**config.mk**
```make
export PLATFORM = sky130hd
export DESIGN_NAME = cooperative_task_scheduler
export DESIGN_NICKNAME = d
export VERILOG_FILES = /design/src/hdl/cts_pkg.sv /design/src/hdl/cts_cell.sv /design/src/hdl/cts_eval.sv /design/src/hdl/cooperative_task_scheduler.sv
export SDC_FILE = /design/constraint.sdc
export NUM_CORES = 1
export LEC_CHECK = 0
export BUFFER_PORTS_ARGS = -buffer_cell sky130_fd_sc_hd__clkbuf_2
export CAP_MARGIN = 20
export CORE_ASPECT_RATIO = 2
export CORE_MARGIN = 2
export CORE_UTILIZATION = 65
export DETAILED_ROUTE_END_ITERATION = 8
export MAX_ROUTING_LAYER = met4
export PLACE_DENSITY_LB_ADDON = 0.08
export SLEW_MARGIN = 20
export SYNTH_ARGS = -nofsm -noshare
export SYNTH_HDL_FRONTEND = slang
export SYNTH_SLANG_ARGS = --single-unit
```
**constraint.sdc**
```tcl
create_clock -name clk -period 9.3 [get_ports clk]
set_input_delay 1.86 -clock clk [delete_from_list [all_inputs] [get_ports clk]]
set_output_delay 1.86 -clock clk [all_outputs]
set_load 0.1 [all_outputs]
```
**src/hdl/cts_pkg.sv**
```systemverilog
// shared codes and types for the cooperative task scheduler
package cts_pkg;

  // input word kinds
  localparam logic [1:0] KIND_SPAWN  = 2'd0;
  localparam logic [1:0] KIND_SCAN   = 2'd1;
  localparam logic [1:0] KIND_REPORT = 2'd2;
  localparam logic [1:0] KIND_CLEAR  = 2'd3;

  // report codes
  localparam logic [1:0] RPT_STOP    = 2'd0;
  localparam logic [1:0] RPT_ERROR   = 2'd1;
  localparam logic [1:0] RPT_SUSPEND = 2'd2;
  localparam logic [1:0] RPT_JOIN    = 2'd3;

  // result kinds
  localparam logic [2:0] RES_SPAWNED     = 3'd0;
  localparam logic [2:0] RES_REFUSED     = 3'd1;
  localparam logic [2:0] RES_DISPATCH    = 3'd2;
  localparam logic [2:0] RES_SWEEP_DONE  = 3'd3;
  localparam logic [2:0] RES_EMPTY       = 3'd4;
  localparam logic [2:0] RES_REPORT_OK   = 3'd5;
  localparam logic [2:0] RES_JOIN_REFUSE = 3'd6;

  // spawn refusal reasons
  localparam logic [1:0] RSN_DELAY = 2'd0;
  localparam logic [1:0] RSN_FULL  = 2'd1;
  localparam logic [1:0] RSN_IDS   = 2'd2;

  // verdict on the slot at the head of the ring
  typedef struct packed {
    logic        fire;
    logic        upd_min;
    logic [30:0] wait_ms;
  } cts_eval_t;

endpackage

```
**src/hdl/cts_cell.sv**
```systemverilog
// one slot cell of the rotating ring
module cts_cell import cts_pkg::*; #(
  parameter int CW = 41
) (
  input  logic          clk,
  input  logic [CW-1:0] nb_d,
  input  logic          wr_en,
  input  logic [CW-1:0] wr_d,
  output logic [CW-1:0] d_out
);

  logic [CW-1:0] d_r;

  // take the neighbor's slot, or new contents on a write
  always_ff @(posedge clk) begin
    d_r <= wr_en ? wr_d : nb_d;
  end

  assign d_out = d_r;

endmodule

```
**src/hdl/cts_eval.sv**
```systemverilog
// evaluates the slot at the head cell during a sweep
module cts_eval import cts_pkg::*; (
  input  logic        joining,
  input  logic [31:0] wait_value,
  input  logic [31:0] now_ms,
  input  logic [30:0] min_wait,
  input  logic        target_gone,
  output cts_eval_t   res
);

  logic [31:0] diff;
  logic        due;

  always_comb begin
    diff = wait_value - now_ms;
    due  = (diff == 32'd0) || diff[31];
    res.fire    = joining ? target_gone : due;
    res.upd_min = !joining && !due && ((min_wait == 31'd0) || (diff[30:0] < min_wait));
    res.wait_ms = diff[30:0];
  end

endmodule

```
**src/hdl/cooperative_task_scheduler.sv**
```systemverilog
// cooperative round-robin task scheduler, top level
// results: refusals, stop/error reports and empty scans are registered straight from idle;
//   spawn and suspend/join reports wait for the slot's cell to rotate to the head
// scan: waits for the cursor's slot at the head, then walks ids to a dispatch or sweep end
// throughput: one item at a time; next word taken once the result word has left
// reset: rst_n synchronous active low, clears window, cursor, alive bits; max_delay all ones
module cooperative_task_scheduler import cts_pkg::*; #(
  parameter int QUEUE_SIZE   = 8,
  parameter int MIN_TASK_ID  = 1,
  parameter int MAX_TASK_ID  = 65534,
  parameter int HANDLE_WIDTH = 8
) (
  input  logic         clk,
  input  logic         rst_n,
  // input channel
  input  logic         in_tvalid,
  output logic         in_tready,
  input  logic [111:0] in_tdata,  // delay_ms[30:0] handle[38:31] now_ms[70:39]
                                  // report_code[72:71] report_value[104:73] zero pad
  input  logic [1:0]   in_tuser,  // kind
  // result channel
  output logic         out_tvalid,
  input  logic         out_tready,
  output logic [63:0]  out_tdata, // task_id[15:0] task_handle[23:16] min_wait_ms[54:24]
                                  // refuse_reason[56:55] zero pad
  output logic [2:0]   out_tuser, // result_kind
  // configuration
  input  logic         cfg_wr_en,
  input  logic [30:0]  cfg_wr_data // max_delay
);

  localparam int SW = (QUEUE_SIZE > 1) ? $clog2(QUEUE_SIZE) : 1;
  localparam int IW = 17;                 // ids up to MAX_TASK_ID + 1
  localparam int CW = 1 + 32 + HANDLE_WIDTH; // joining, wake value, handle
  localparam logic [SW-1:0] MIN_SLOT = SW'(MIN_TASK_ID % QUEUE_SIZE);
  localparam logic [SW-1:0] LAST_SLOT = SW'(QUEUE_SIZE - 1);
  localparam logic [SW:0]   Q_EXT = (SW+1)'(QUEUE_SIZE);
  localparam logic [IW-1:0] MIN_ID = IW'(MIN_TASK_ID);
  localparam logic [IW-1:0] MAX_ID = IW'(MAX_TASK_ID);

  typedef enum logic [1:0] {ST_IDLE, ST_SCAN, ST_WRITE} state_t;

  function automatic logic [SW-1:0] slot_inc(input logic [SW-1:0] s);
    return (s == LAST_SLOT) ? '0 : s + 1'b1;
  endfunction

  // input field unpacking
  logic [1:0]  f_kind;
  logic [30:0] f_delay;
  logic [7:0]  f_handle;
  logic [31:0] f_now, f_value;
  logic [1:0]  f_code;
  logic [15:0] f_handle_ext;
  assign f_kind       = in_tuser;
  assign f_delay      = in_tdata[30:0];
  assign f_handle     = in_tdata[38:31];
  assign f_now        = in_tdata[70:39];
  assign f_code       = in_tdata[72:71];
  assign f_value      = in_tdata[104:73];
  assign f_handle_ext = {8'd0, f_handle};

  // control state
  state_t          state_r, state_nxt;
  logic [30:0]     max_delay_r;
  logic [IW-1:0]   first_r, first_nxt, next_r, next_nxt, cur_r, cur_nxt, disp_r, disp_nxt;
  logic [SW-1:0]   first_slot_r, first_slot_nxt, next_slot_r, next_slot_nxt;
  logic [SW-1:0]   cur_slot_r, cur_slot_nxt, disp_slot_r, disp_slot_nxt;
  logic [SW-1:0]   head_r;
  logic            run_r, run_nxt;
  logic [30:0]     min_r, min_nxt;
  logic [QUEUE_SIZE-1:0] alive_r, alive_nxt;
  logic            out_valid_r, out_valid_nxt;

  // pending cell write and scan time
  logic [SW-1:0]   wr_slot_r, wr_slot_nxt;
  logic            wr_join_r, wr_join_nxt;
  logic            wr_keep_r, wr_keep_nxt;
  logic [31:0]     wr_wait_r, wr_wait_nxt;
  logic [HANDLE_WIDTH-1:0] wr_hdl_r, wr_hdl_nxt;
  logic [31:0]     now_r, now_nxt;

  // result word payload
  logic [2:0]  out_kind_r, out_kind_nxt;
  logic [15:0] out_id_r, out_id_nxt;
  logic [7:0]  out_hdl_r, out_hdl_nxt;
  logic [30:0] out_min_r, out_min_nxt;
  logic [1:0]  out_rsn_r, out_rsn_nxt;

  // ring of cells: cell 0 holds slot head_r, rotating by one every cycle
  logic [CW-1:0] cell_q [QUEUE_SIZE];
  logic          tail_wr;
  logic [CW-1:0] tail_d;

  for (genvar i = 0; i < QUEUE_SIZE; i++) begin : g_cell
    if (i == QUEUE_SIZE - 1) begin : g_tail
      cts_cell #(.CW(CW)) u_cell (
        .clk(clk), .nb_d(cell_q[0]), .wr_en(tail_wr), .wr_d(tail_d), .d_out(cell_q[i])
      );
    end else begin : g_body
      cts_cell #(.CW(CW)) u_cell (
        .clk(clk), .nb_d(cell_q[i+1]), .wr_en(1'b0), .wr_d(tail_d), .d_out(cell_q[i])
      );
    end
  end

  logic                    head_join;
  logic [31:0]             head_wait;
  logic [HANDLE_WIDTH-1:0] head_hdl;
  assign {head_join, head_wait, head_hdl} = cell_q[0];

  // join target check: in window and its slot still alive
  logic [31:0] tgt_off;
  logic [SW:0] tgt_sum;
  logic [SW-1:0] tgt_slot;
  logic        tgt_in_win, tgt_gone;
  always_comb begin
    tgt_in_win = (head_wait >= {15'd0, first_r}) && (head_wait < {15'd0, next_r});
    tgt_off    = head_wait - {15'd0, first_r};
    tgt_sum    = {1'b0, first_slot_r} + tgt_off[SW:0];
    if (tgt_sum >= Q_EXT) tgt_sum = tgt_sum - Q_EXT;
    tgt_slot   = tgt_sum[SW-1:0];
    tgt_gone   = !tgt_in_win || !alive_r[tgt_slot];
  end

  cts_eval_t ev;
  cts_eval u_eval (
    .joining(head_join), .wait_value(head_wait), .now_ms(now_r), .min_wait(min_r),
    .target_gone(tgt_gone), .res(ev)
  );

  logic [15:0] hdl_out_ext;
  assign hdl_out_ext = 16'(head_hdl);

  logic disp_live;
  assign disp_live = (disp_r >= first_r) && (disp_r < next_r) && alive_r[disp_slot_r];

  assign in_tready = (state_r == ST_IDLE) && !out_valid_r;
  logic in_acc;
  assign in_acc = in_tvalid && in_tready;

  always_comb begin
    state_nxt      = state_r;
    first_nxt      = first_r;
    next_nxt       = next_r;
    cur_nxt        = cur_r;
    disp_nxt       = disp_r;
    first_slot_nxt = first_slot_r;
    next_slot_nxt  = next_slot_r;
    cur_slot_nxt   = cur_slot_r;
    disp_slot_nxt  = disp_slot_r;
    run_nxt        = run_r;
    min_nxt        = min_r;
    alive_nxt      = alive_r;
    out_valid_nxt  = out_valid_r && !out_tready;
    wr_slot_nxt    = wr_slot_r;
    wr_join_nxt    = wr_join_r;
    wr_keep_nxt    = wr_keep_r;
    wr_wait_nxt    = wr_wait_r;
    wr_hdl_nxt     = wr_hdl_r;
    now_nxt        = now_r;
    out_kind_nxt   = out_kind_r;
    out_id_nxt     = out_id_r;
    out_hdl_nxt    = out_hdl_r;
    out_min_nxt    = out_min_r;
    out_rsn_nxt    = out_rsn_r;
    tail_wr        = 1'b0;
    tail_d         = {wr_join_r, wr_wait_r, wr_keep_r ? head_hdl : wr_hdl_r};

    unique case (state_r)
      ST_IDLE: begin
        if (in_acc) begin
          out_id_nxt  = '0;
          out_hdl_nxt = '0;
          out_min_nxt = '0;
          out_rsn_nxt = '0;
          unique case (f_kind)
            KIND_SPAWN: begin
              out_kind_nxt = RES_REFUSED;
              if (f_delay > max_delay_r) begin
                out_rsn_nxt   = RSN_DELAY;
                out_valid_nxt = 1'b1;
              end else if ((next_r - first_r) >= IW'(QUEUE_SIZE)) begin
                out_rsn_nxt   = RSN_FULL;
                out_valid_nxt = 1'b1;
              end else if (next_r > MAX_ID) begin
                out_rsn_nxt   = RSN_IDS;
                out_valid_nxt = 1'b1;
              end else begin
                out_kind_nxt = RES_SPAWNED;
                out_id_nxt   = next_r[15:0];
                alive_nxt[next_slot_r] = 1'b1;
                wr_slot_nxt  = next_slot_r;
                wr_join_nxt  = 1'b0;
                wr_keep_nxt  = 1'b0;
                wr_wait_nxt  = run_r ? ({1'b0, f_delay} + f_now) : {1'b0, f_delay};
                wr_hdl_nxt   = f_handle_ext[HANDLE_WIDTH-1:0];
                next_nxt      = next_r + 1'b1;
                next_slot_nxt = slot_inc(next_slot_r);
                state_nxt    = ST_WRITE;
              end
            end
            KIND_SCAN: begin
              run_nxt = 1'b1;
              now_nxt = f_now;
              if (first_r == next_r) begin
                cur_nxt       = first_r;
                cur_slot_nxt  = first_slot_r;
                min_nxt       = '0;
                out_kind_nxt  = RES_EMPTY;
                out_valid_nxt = 1'b1;
              end else begin
                if (cur_r < first_r) begin
                  cur_nxt      = first_r;
                  cur_slot_nxt = first_slot_r;
                end
                state_nxt = ST_SCAN;
              end
            end
            KIND_REPORT: begin
              out_id_nxt   = disp_r[15:0];
              out_kind_nxt = RES_REPORT_OK;
              wr_slot_nxt  = disp_slot_r;
              wr_keep_nxt  = 1'b1;
              wr_wait_nxt  = f_value;
              if (disp_live) begin
                priority if (f_code == RPT_STOP || f_code == RPT_ERROR) begin
                  alive_nxt[disp_slot_r] = 1'b0;
                  out_valid_nxt = 1'b1;
                end else if (f_code == RPT_SUSPEND) begin
                  wr_join_nxt = 1'b0;
                  state_nxt   = ST_WRITE;
                end else if ({15'd0, disp_r} >= f_value) begin
                  out_kind_nxt  = RES_JOIN_REFUSE;
                  out_valid_nxt = 1'b1;
                end else begin
                  wr_join_nxt = 1'b1;
                  state_nxt   = ST_WRITE;
                end
              end
            end
            KIND_CLEAR: begin
              first_nxt      = MIN_ID;
              next_nxt       = MIN_ID;
              cur_nxt        = MIN_ID;
              first_slot_nxt = MIN_SLOT;
              next_slot_nxt  = MIN_SLOT;
              cur_slot_nxt   = MIN_SLOT;
              disp_nxt       = '0;
              disp_slot_nxt  = '0;
              run_nxt        = 1'b0;
              min_nxt        = '0;
              alive_nxt      = '0;
            end
            default: ;
          endcase
        end
      end

      ST_SCAN: begin
        if (cur_r >= next_r) begin
          // sweep ran off the end of the window
          out_kind_nxt  = RES_SWEEP_DONE;
          out_min_nxt   = min_r;
          out_valid_nxt = 1'b1;
          cur_nxt       = first_r;
          cur_slot_nxt  = first_slot_r;
          min_nxt       = '0;
          state_nxt     = ST_IDLE;
        end else if (cur_slot_r == head_r) begin
          cur_nxt      = cur_r + 1'b1;
          cur_slot_nxt = slot_inc(cur_slot_r);
          if (!alive_r[cur_slot_r]) begin
            // collect a dead slot at the head of the window
            if (cur_r == first_r) begin
              first_nxt      = first_r + 1'b1;
              first_slot_nxt = slot_inc(first_slot_r);
            end
          end else if (ev.fire) begin
            disp_nxt      = cur_r;
            disp_slot_nxt = cur_slot_r;
            out_kind_nxt  = RES_DISPATCH;
            out_id_nxt    = cur_r[15:0];
            out_hdl_nxt   = hdl_out_ext[7:0];
            out_valid_nxt = 1'b1;
            state_nxt     = ST_IDLE;
          end else if (ev.upd_min) begin
            min_nxt = ev.wait_ms;
          end
        end
      end

      ST_WRITE: begin
        // slot reaches the head cell: rewrite it on its way to the tail
        if (wr_slot_r == head_r) begin
          tail_wr       = 1'b1;
          out_valid_nxt = 1'b1;
          state_nxt     = ST_IDLE;
        end
      end

      default: state_nxt = ST_IDLE;
    endcase
  end

  always_ff @(posedge clk) begin
    if (!rst_n) begin
      state_r      <= ST_IDLE;
      max_delay_r  <= 31'h7FFF_FFFF;
      first_r      <= MIN_ID;
      next_r       <= MIN_ID;
      cur_r        <= MIN_ID;
      disp_r       <= '0;
      first_slot_r <= MIN_SLOT;
      next_slot_r  <= MIN_SLOT;
      cur_slot_r   <= MIN_SLOT;
      disp_slot_r  <= '0;
      head_r       <= '0;
      run_r        <= 1'b0;
      min_r        <= '0;
      alive_r      <= '0;
      out_valid_r  <= 1'b0;
    end else begin
      state_r      <= state_nxt;
      if (cfg_wr_en) max_delay_r <= cfg_wr_data;
      first_r      <= first_nxt;
      next_r       <= next_nxt;
      cur_r        <= cur_nxt;
      disp_r       <= disp_nxt;
      first_slot_r <= first_slot_nxt;
      next_slot_r  <= next_slot_nxt;
      cur_slot_r   <= cur_slot_nxt;
      disp_slot_r  <= disp_slot_nxt;
      head_r       <= slot_inc(head_r);
      run_r        <= run_nxt;
      min_r        <= min_nxt;
      alive_r      <= alive_nxt;
      out_valid_r  <= out_valid_nxt;
    end
  end

  // payload, no reset needed
  always_ff @(posedge clk) begin
    wr_slot_r  <= wr_slot_nxt;
    wr_join_r  <= wr_join_nxt;
    wr_keep_r  <= wr_keep_nxt;
    wr_wait_r  <= wr_wait_nxt;
    wr_hdl_r   <= wr_hdl_nxt;
    now_r      <= now_nxt;
    out_kind_r <= out_kind_nxt;
    out_id_r   <= out_id_nxt;
    out_hdl_r  <= out_hdl_nxt;
    out_min_r  <= out_min_nxt;
    out_rsn_r  <= out_rsn_nxt;
  end

  assign out_tvalid = out_valid_r;
  assign out_tuser  = out_kind_r;
  assign out_tdata  = {7'd0, out_rsn_r, out_min_r, out_hdl_r, out_id_r};

  // window never inverts
  a_window_order: assert property (@(posedge clk) disable iff (!rst_n)
    first_r <= next_r) else $error("task window inverted");

  // window never holds more ids than slots
  a_window_size: assert property (@(posedge clk) disable iff (!rst_n)
    (next_r - first_r) <= IW'(QUEUE_SIZE)) else $error("task window overflow");

  // a sweep never walks behind the head of the window
  a_cursor_in_window: assert property (@(posedge clk) disable iff (!rst_n)
    (state_r == ST_SCAN) |-> (cur_r >= first_r)) else $error("sweep cursor behind head");

endmodule
```
=== Word level (Yosys, flattened, before mapping) ===
Cells that the tools add are included.

* Register bits after elaboration: 622
* Input bits: 150
* Output and inout bits: 69
* Logic and storage cells: 342

* $add $sub $neg: 13
* Magnitude comparators: 18
* Equality and inequality tests: 48
* Multiplexer cells: 171
* Bitwise gates (word level): 8
* Reduce and logical (&&, ||, !) cells: 49

{| class="wikitable"
|+ Operators by type and width
! kind !! count
|-
| 2-to-1 mux 17 bit || 20
|-
| 2-to-1 mux 31 bit || 9
|-
| case mux 31 bit (2 select lines) || 3
|-
| case mux 17 bit (2 select lines) || 5
|-
| 2-to-1 mux 16 bit || 8
|-
| 2-to-1 mux 32 bit || 4
|-
| 2-to-1 mux 3 bit || 33
|-
| 2-to-1 mux 8 bit || 11
|-
| case mux 16 bit (2 select lines) || 2
|-
| case mux 32 bit (2 select lines) || 1
|-
| adder 17 x 1 -> 17 bit, second input constant || 3
|-
| case mux 3 bit (2 select lines) || 7
|-
| 2-to-1 mux 41 bit || 1
|-
| != test 3 bit, second input constant || 13
|-
| 2-to-1 mux 2 bit || 19
|-
| equality test 17 bit || 2
|-
| greater-or-equal comparator 17 bit || 2
|-
| less-than comparator 17 bit || 2
|-
| 2-to-1 mux 1 bit || 33
|-
| adder 31 x 32 -> 32 bit || 1
|-
| greater-or-equal comparator 17 x 32 -> 1 bit || 1
|-
| greater-or-equal comparator 32 x 17 -> 1 bit || 1
|-
| logical NOT 32 bit || 1
|-
| less-than comparator 32 x 17 -> 1 bit || 1
|-
| other kinds (51) || 124
|}

=== Longest topological paths before layout ===
* Depth after elaboration: 14
* Depth in mapped cells: 23
* Mapped depth without buffers: 21

=== Modules after synthesis ===
From an unflattened synthesis, not the netlist that was laid out.

* Cells, all modules: 3205
* Area, all modules: 34093.9 um^2

{| class="wikitable"
|+ By module, submodules not included
! module !! times used !! cells each !! area an instance (um^2) !! sequential area each (um^2)
|-
| cooperative_task_scheduler || 1 || 2042 || 18716.7 || 7257.0
|-
| cts_cell || 8 || 87 || 1524.0 || 820.8
|-
| cts_eval || 1 || 467 || 3185.6 || 0.0
|}

=== Worst setup path after synthesis ===
OpenSTA, ideal clock, no wires.

* Kind: input to register
* Start: in in_tdata[12]
* End: reg wr_keep_r, enable pin
* Library setup time: 0.429 ns
* Arrival: 5.361 ns
* Data required time: 8.871 ns
* Path slack: 3.510 ns
* Stages on the path: 12
* Buffers on the path: 1
* Cell sequence: ha_1 > a21o_1 > a21o_1 > a21oi_1 > o21ai_0 > a211oi_1 > o31a_1 > o21ai_0 > nor4b_2 > clkbuf_1 > a21oi_1 > nor2_1

* Word-level cells in the longest chain between the ends: 3

{| class="wikitable"
|+ RTL lines
! item !! line !! text
|-
| from (decl) || cooperative_task_scheduler.sv:18 || <nowiki>input logic [111:0] in_tdata,</nowiki>
|-
| greater-than comparator 31 bit || cooperative_task_scheduler.sv:179 || <nowiki>if (f_delay > max_delay_r) begin</nowiki>
|-
| != test 2 bit (no line) || n/a ||
|-
| AND reduction 6 bit (no line) || n/a ||
|-
| to (signal assigned) || cooperative_task_scheduler.sv:345 || <nowiki>wr_keep_r <= wr_keep_nxt;</nowiki>
|-
| to (decl) || cooperative_task_scheduler.sv:77 || <nowiki>logic wr_keep_r, wr_keep_nxt;</nowiki>
|}

Every way passes these cells.
A chain may end at the register's enable or synchronous reset.

=== Worst setup path in the final report ===
* Start: reg g_cell[0].g_body.u_cell.d_r[9]
* End: reg min_r[23]

* Word-level cells in the longest chain between the ends: 11
* Elaborated cells between the ends (all ways): 31
* Classes of those cells: add/sub: 4; order compare: 4; eq/ne: 2; mux: 10; reduce/logical: 11

{| class="wikitable"
|+ RTL lines
! item !! line !! text
|-
| from (decl) || cts_cell.sv:12 || <nowiki>logic [CW-1:0] d_r;</nowiki>
|-
| from (signal assigned) || cts_cell.sv:16 || <nowiki>d_r <= wr_en ? wr_d : nb_d;</nowiki>
|-
| subtractor 4 bit || cooperative_task_scheduler.sv:118 || <nowiki>tgt_off = head_wait - {15'd0, first_r};</nowiki>
|-
| adder 3 x 4 -> 4 bit || cooperative_task_scheduler.sv:119 || <nowiki>tgt_sum = {1'b0, first_slot_r} + tgt_off[SW:0];</nowiki>
|-
| greater-or-equal comparator 4 bit or subtractor 3 x 1 -> 3 bit (tied branches) || cooperative_task_scheduler.sv:120 || <nowiki>if (tgt_sum >= Q_EXT) tgt_sum = tgt_sum - Q_EXT;</nowiki>
|-
| 2-to-1 mux 3 bit || cooperative_task_scheduler.sv:120 ||
|-
| binary-select mux 1 bit (select 3 bit) || cooperative_task_scheduler.sv:122 || <nowiki>tgt_gone = !tgt_in_win || !alive_r[tgt_slot];</nowiki>
|-
| 2-to-1 mux 1 bit (implied by the code) || cooperative_task_scheduler.sv:122 ||
|-
| logical NOT 1 bit || cooperative_task_scheduler.sv:122 ||
|-
| logical OR 1 bit || cooperative_task_scheduler.sv:122 ||
|-
| 2-to-1 mux 1 bit || cts_eval.sv:17 || <nowiki>res.fire = joining ? target_gone : due;</nowiki>
|-
| != test 3 bit (no line) || n/a ||
|-
| AND reduction 8 bit (no line) || n/a ||
|-
| to (signal assigned) || cooperative_task_scheduler.sv:335 || <nowiki>min_r <= min_nxt;</nowiki>
|-
| to (decl) || cooperative_task_scheduler.sv:70 || <nowiki>logic [30:0] min_r, min_nxt;</nowiki>
|}

Several ways; a longest one is shown, not always the timed one. The select of a mux whose other input is x is not followed.

==> reports/results.tsv <==
stage	metric	value	unit
route	drt-initial-drc-count	1354	
timing	setup_viol	0	
yosys	yosysUniqueCellTypes	86	
timing	hold_viol	0	
clocking	holdBufCountCts	0	
grt	grtUsageTotal	0.324	
clocking	clock_latency	0.60	ns
placement	placed_cell_area	29700	sq um
layout	instances_no_fill	3489	
floorplan	rows	108	
yosys	synth_top_cell_by_area	dfxtp_1	
layout	num_antenna_cells	0	
yosys	synth_seq_cells	622	
placement	dpl_worst_slack	3.47	ns
placement	placed_cells	3393	
route	wirelength	71800	microns
worst_setup_path	critical_path_required	9.82	ns
worst_setup_path	arrival	6.09	ns
yosys	synth_area_per_cell	10.4	sq um
timing	fin_crit	5.57	ns
layout	finalInstanceArea	31500	sq um
grt	grt_pass1_wl	110000	microns
worst_setup_path	crit_slowest_cell	fa_1	
clocking	post_cts_buffers	0	
floorplan	top_level_ports	219	
run_status	status	finished, final reports clean	
worst_setup_path	start_kind	flip-flop	
route	via_count	21100	
clocking	cts.repair.resized	0	
yosys	yosysMostFrequentCell	dfxtp_1	
route	drc_errors	0	
route	vias_per_cell	6.05	
clocking	cts_made_buffers	50	
grt	grt_pass1_vias	20200	
clocking	htreeDepth	2	
timing	whs	0.324	ns
yosys	synth_top_flop_cell	dfxtp_1	
worst_setup_path	path_cells	inv_1 > fa_1 > nor2b_1 > o31a_1 > o2111ai_1 > a21boi_1 > nor2_1 > o21bai_1 > xor2_1 > ha_1 > a21o_1 > a21o_1 > a21oi_1 > o31ai_1 > a211oi_1 > o21ai_0 > o21ai_0 > and3_1 > and3b_1 > buf_4 > a22o_1	
clocking	root_buffer	clkbuf_16	
job	max_cap_violations	0	
placement	place_hpwl	54100	microns
placement	gp_congestion	0.946	
grt	antenna_found_initial	0	
floorplan	die-area	45200	sq um
yosys	synth.yosys.seq_area_share	0.490	
grt	grt_overflow	0	
timing	final_max_slew_viol_count	0	
power_and_ir_drop	p_leak	13.6	nW
worst_setup_path	worst_path_largest_cell_delay	0.49	ns
layout	layout-drive-gt1-share	0.136	
yosys	synth_commonest_cells	485 x dfxtp_1, 274 x ha_1, 187 x nand2_1, 186 x nor2_1, 180 x inv_1	
timing	fin_crit_sh	0.599	
floorplan	die_h	299	microns
timing	worstMarginPinSlew	1.01	ns
timing	setup_slack	3.73	ns
grt	grt_max_degree	82	
floorplan	die_w	151	microns
floorplan	initial_core_util	0.655	
placement	io_buffer_count	204	
route	drtAntennaViolNets	0	
worst_setup_path	worstPathMaxFanout	31	
yosys	async_reset_ff_frac	0	
yosys	ys_warn_count	0	
timing	skew	0.0230	ns
timing	max_slew_margin	0.326	
timing	setup_tns	0	ns
power_and_ir_drop	power	6.27	mW
power_and_ir_drop	vdd_ir_drop_max	255	uV
yosys	synth_edf_count	137	
floorplan	core	43100	sq um
timing	fmax	180	MHz
clocking	ctsLongestPathBuffers	3	
worst_setup_path	end_kind	flip-flop	
layout	area_growth	11.7	%
yosys	synthesis.area	28200	sq um
power_and_ir_drop	power_density	199	nW/um^2
worst_setup_path	setup.worst_path.class	reg2reg	
layout	fin_nets	3325	
yosys	synth_area_leaders	dfxtp_1 34%, edfxtp_1 15%, ha_1 12%, a21oi_1 2.8%, nand2_1 2.5%	
route	wl_per_cell	20.6	microns
clocking	cts.sinks	622	
yosys	synth_top_cell_area_share	0.344	
min_path	hold_class	reg2reg	
clocking	cts.clk_slew.worst_paths	0.07	ns
route	dr.pass1.iters	6	
clocking	cts_tree	yes	
yosys	syn_inst	2721	
layout	final_util	0.731	
timing	rsz0062_at_grt	no	
[metal layers]
layer / track usage / wire [microns] / up-vias
met5: - / 0 / -
met4: 0.139 / 3340 / 0
met3: 0.0313 / 4180 / 172
met2: 0.514 / 33700 / 807
met1: 0.423 / 30500 / 9942
li1: - / - / 10200
[cell families (layout without fill, tap and decap cells)]
logic type	count (synthesis)	in the layout	synth area share
AO/OA/AOI/OAI	687	687	0.165
AND/OR/NAND/NOR	669	669	0.116
flip-flops	622	622	0.490
buffers and inverters	287	499	0.0408
adder cells (fa/ha/maj)	278	278	0.124
multiplexers	89	89	0.0364
XOR/XNOR	88	88	0.0273
other	1	7	0.000133
[where the power goes]
part / total [mW] / leakage [nW] / switching, mW / internal, mW
Combinational: 0.991 / 7.49 / 0.669 / 0.322
Clock: 2.31 / 0.877 / 1.03 / 1.28
Sequential: 2.97 / 5.24 / 0.0720 / 2.90
Total: 6.27 / 13.6 / 1.77 / 4.50
[final timing paths]
check,start,end,slack (ns),depth (start not counted)
setup reg to reg,g_cell[0].g_body.u_cell.d_out[9]$_DFF_P_,min_r[23]$_SDFFE_PN0P_,3.73,21
hold reg to reg,g_cell[2].g_body.u_cell.d_out[40]$_DFF_P_,g_cell[1].g_body.u_cell.d_out[40]$_DFF_P_,0.32,0
hold / removal,g_cell[2].g_body.u_cell.d_out[40]$_DFF_P_,g_cell[1].g_body.u_cell.d_out[40]$_DFF_P_,0.32,0
setup / recovery,g_cell[0].g_body.u_cell.d_out[9]$_DFF_P_,min_r[23]$_SDFFE_PN0P_,3.73,21
[cells in the final DEF, fill, tap and decap left out, types with 72 or more instances in the layout]
cell type	synthesis	layout
o21ai_0	122	121
clkbuf_2	0	203
inv_1	180	180
nand2_1	187	187
dfxtp_1	485	485
edfxtp_1	137	137
a21o_1	72	72
a21oi_1	159	158
ha_1	274	273
nor2_1	186	185
[flip-flops by register name (all words and copies together) (netlist names), 8 cells and up]
signal                      cells
first_r                        17
next_r                         17
alive_r                         8
out_min_r                      31
cur_r                          17
g_cell.g_body.u_cell.d_out    287
disp_r                         17
wr_hdl_r                        8
now_r                          32
out_hdl_r                       8
max_delay_r                    31
out_id_r                       16
wr_wait_r                      32
min_r                          31
g_cell.g_tail.u_cell.d_out     41
[area by class of cell]
type / count / area (sq um)
Multi-Input combinational cell: 1818 / 13300
Tap cell: 550 / 688
Inverter: 180 / 676
Timing Repair Buffer: 225 / 1190
Sequential cell: 622 / 13800
Clock buffer: 62 / 1380
Clock inverter: 32 / 442
Fill cell: 3122 / 11600
[worst max-delay path: cells and delay by family (launching register included)]
kind	cells	cell delay, ns
AOI/OAI and AO/OA	12	2.53
DFF	1	0.47
adders and majority gates	2	0.80
xor gates and xnor gates	1	0.31
and+or+nand+nor	4	0.81
buffers and inverters	2	0.57
Note: power is estimated with default switching activity, not from simulation.
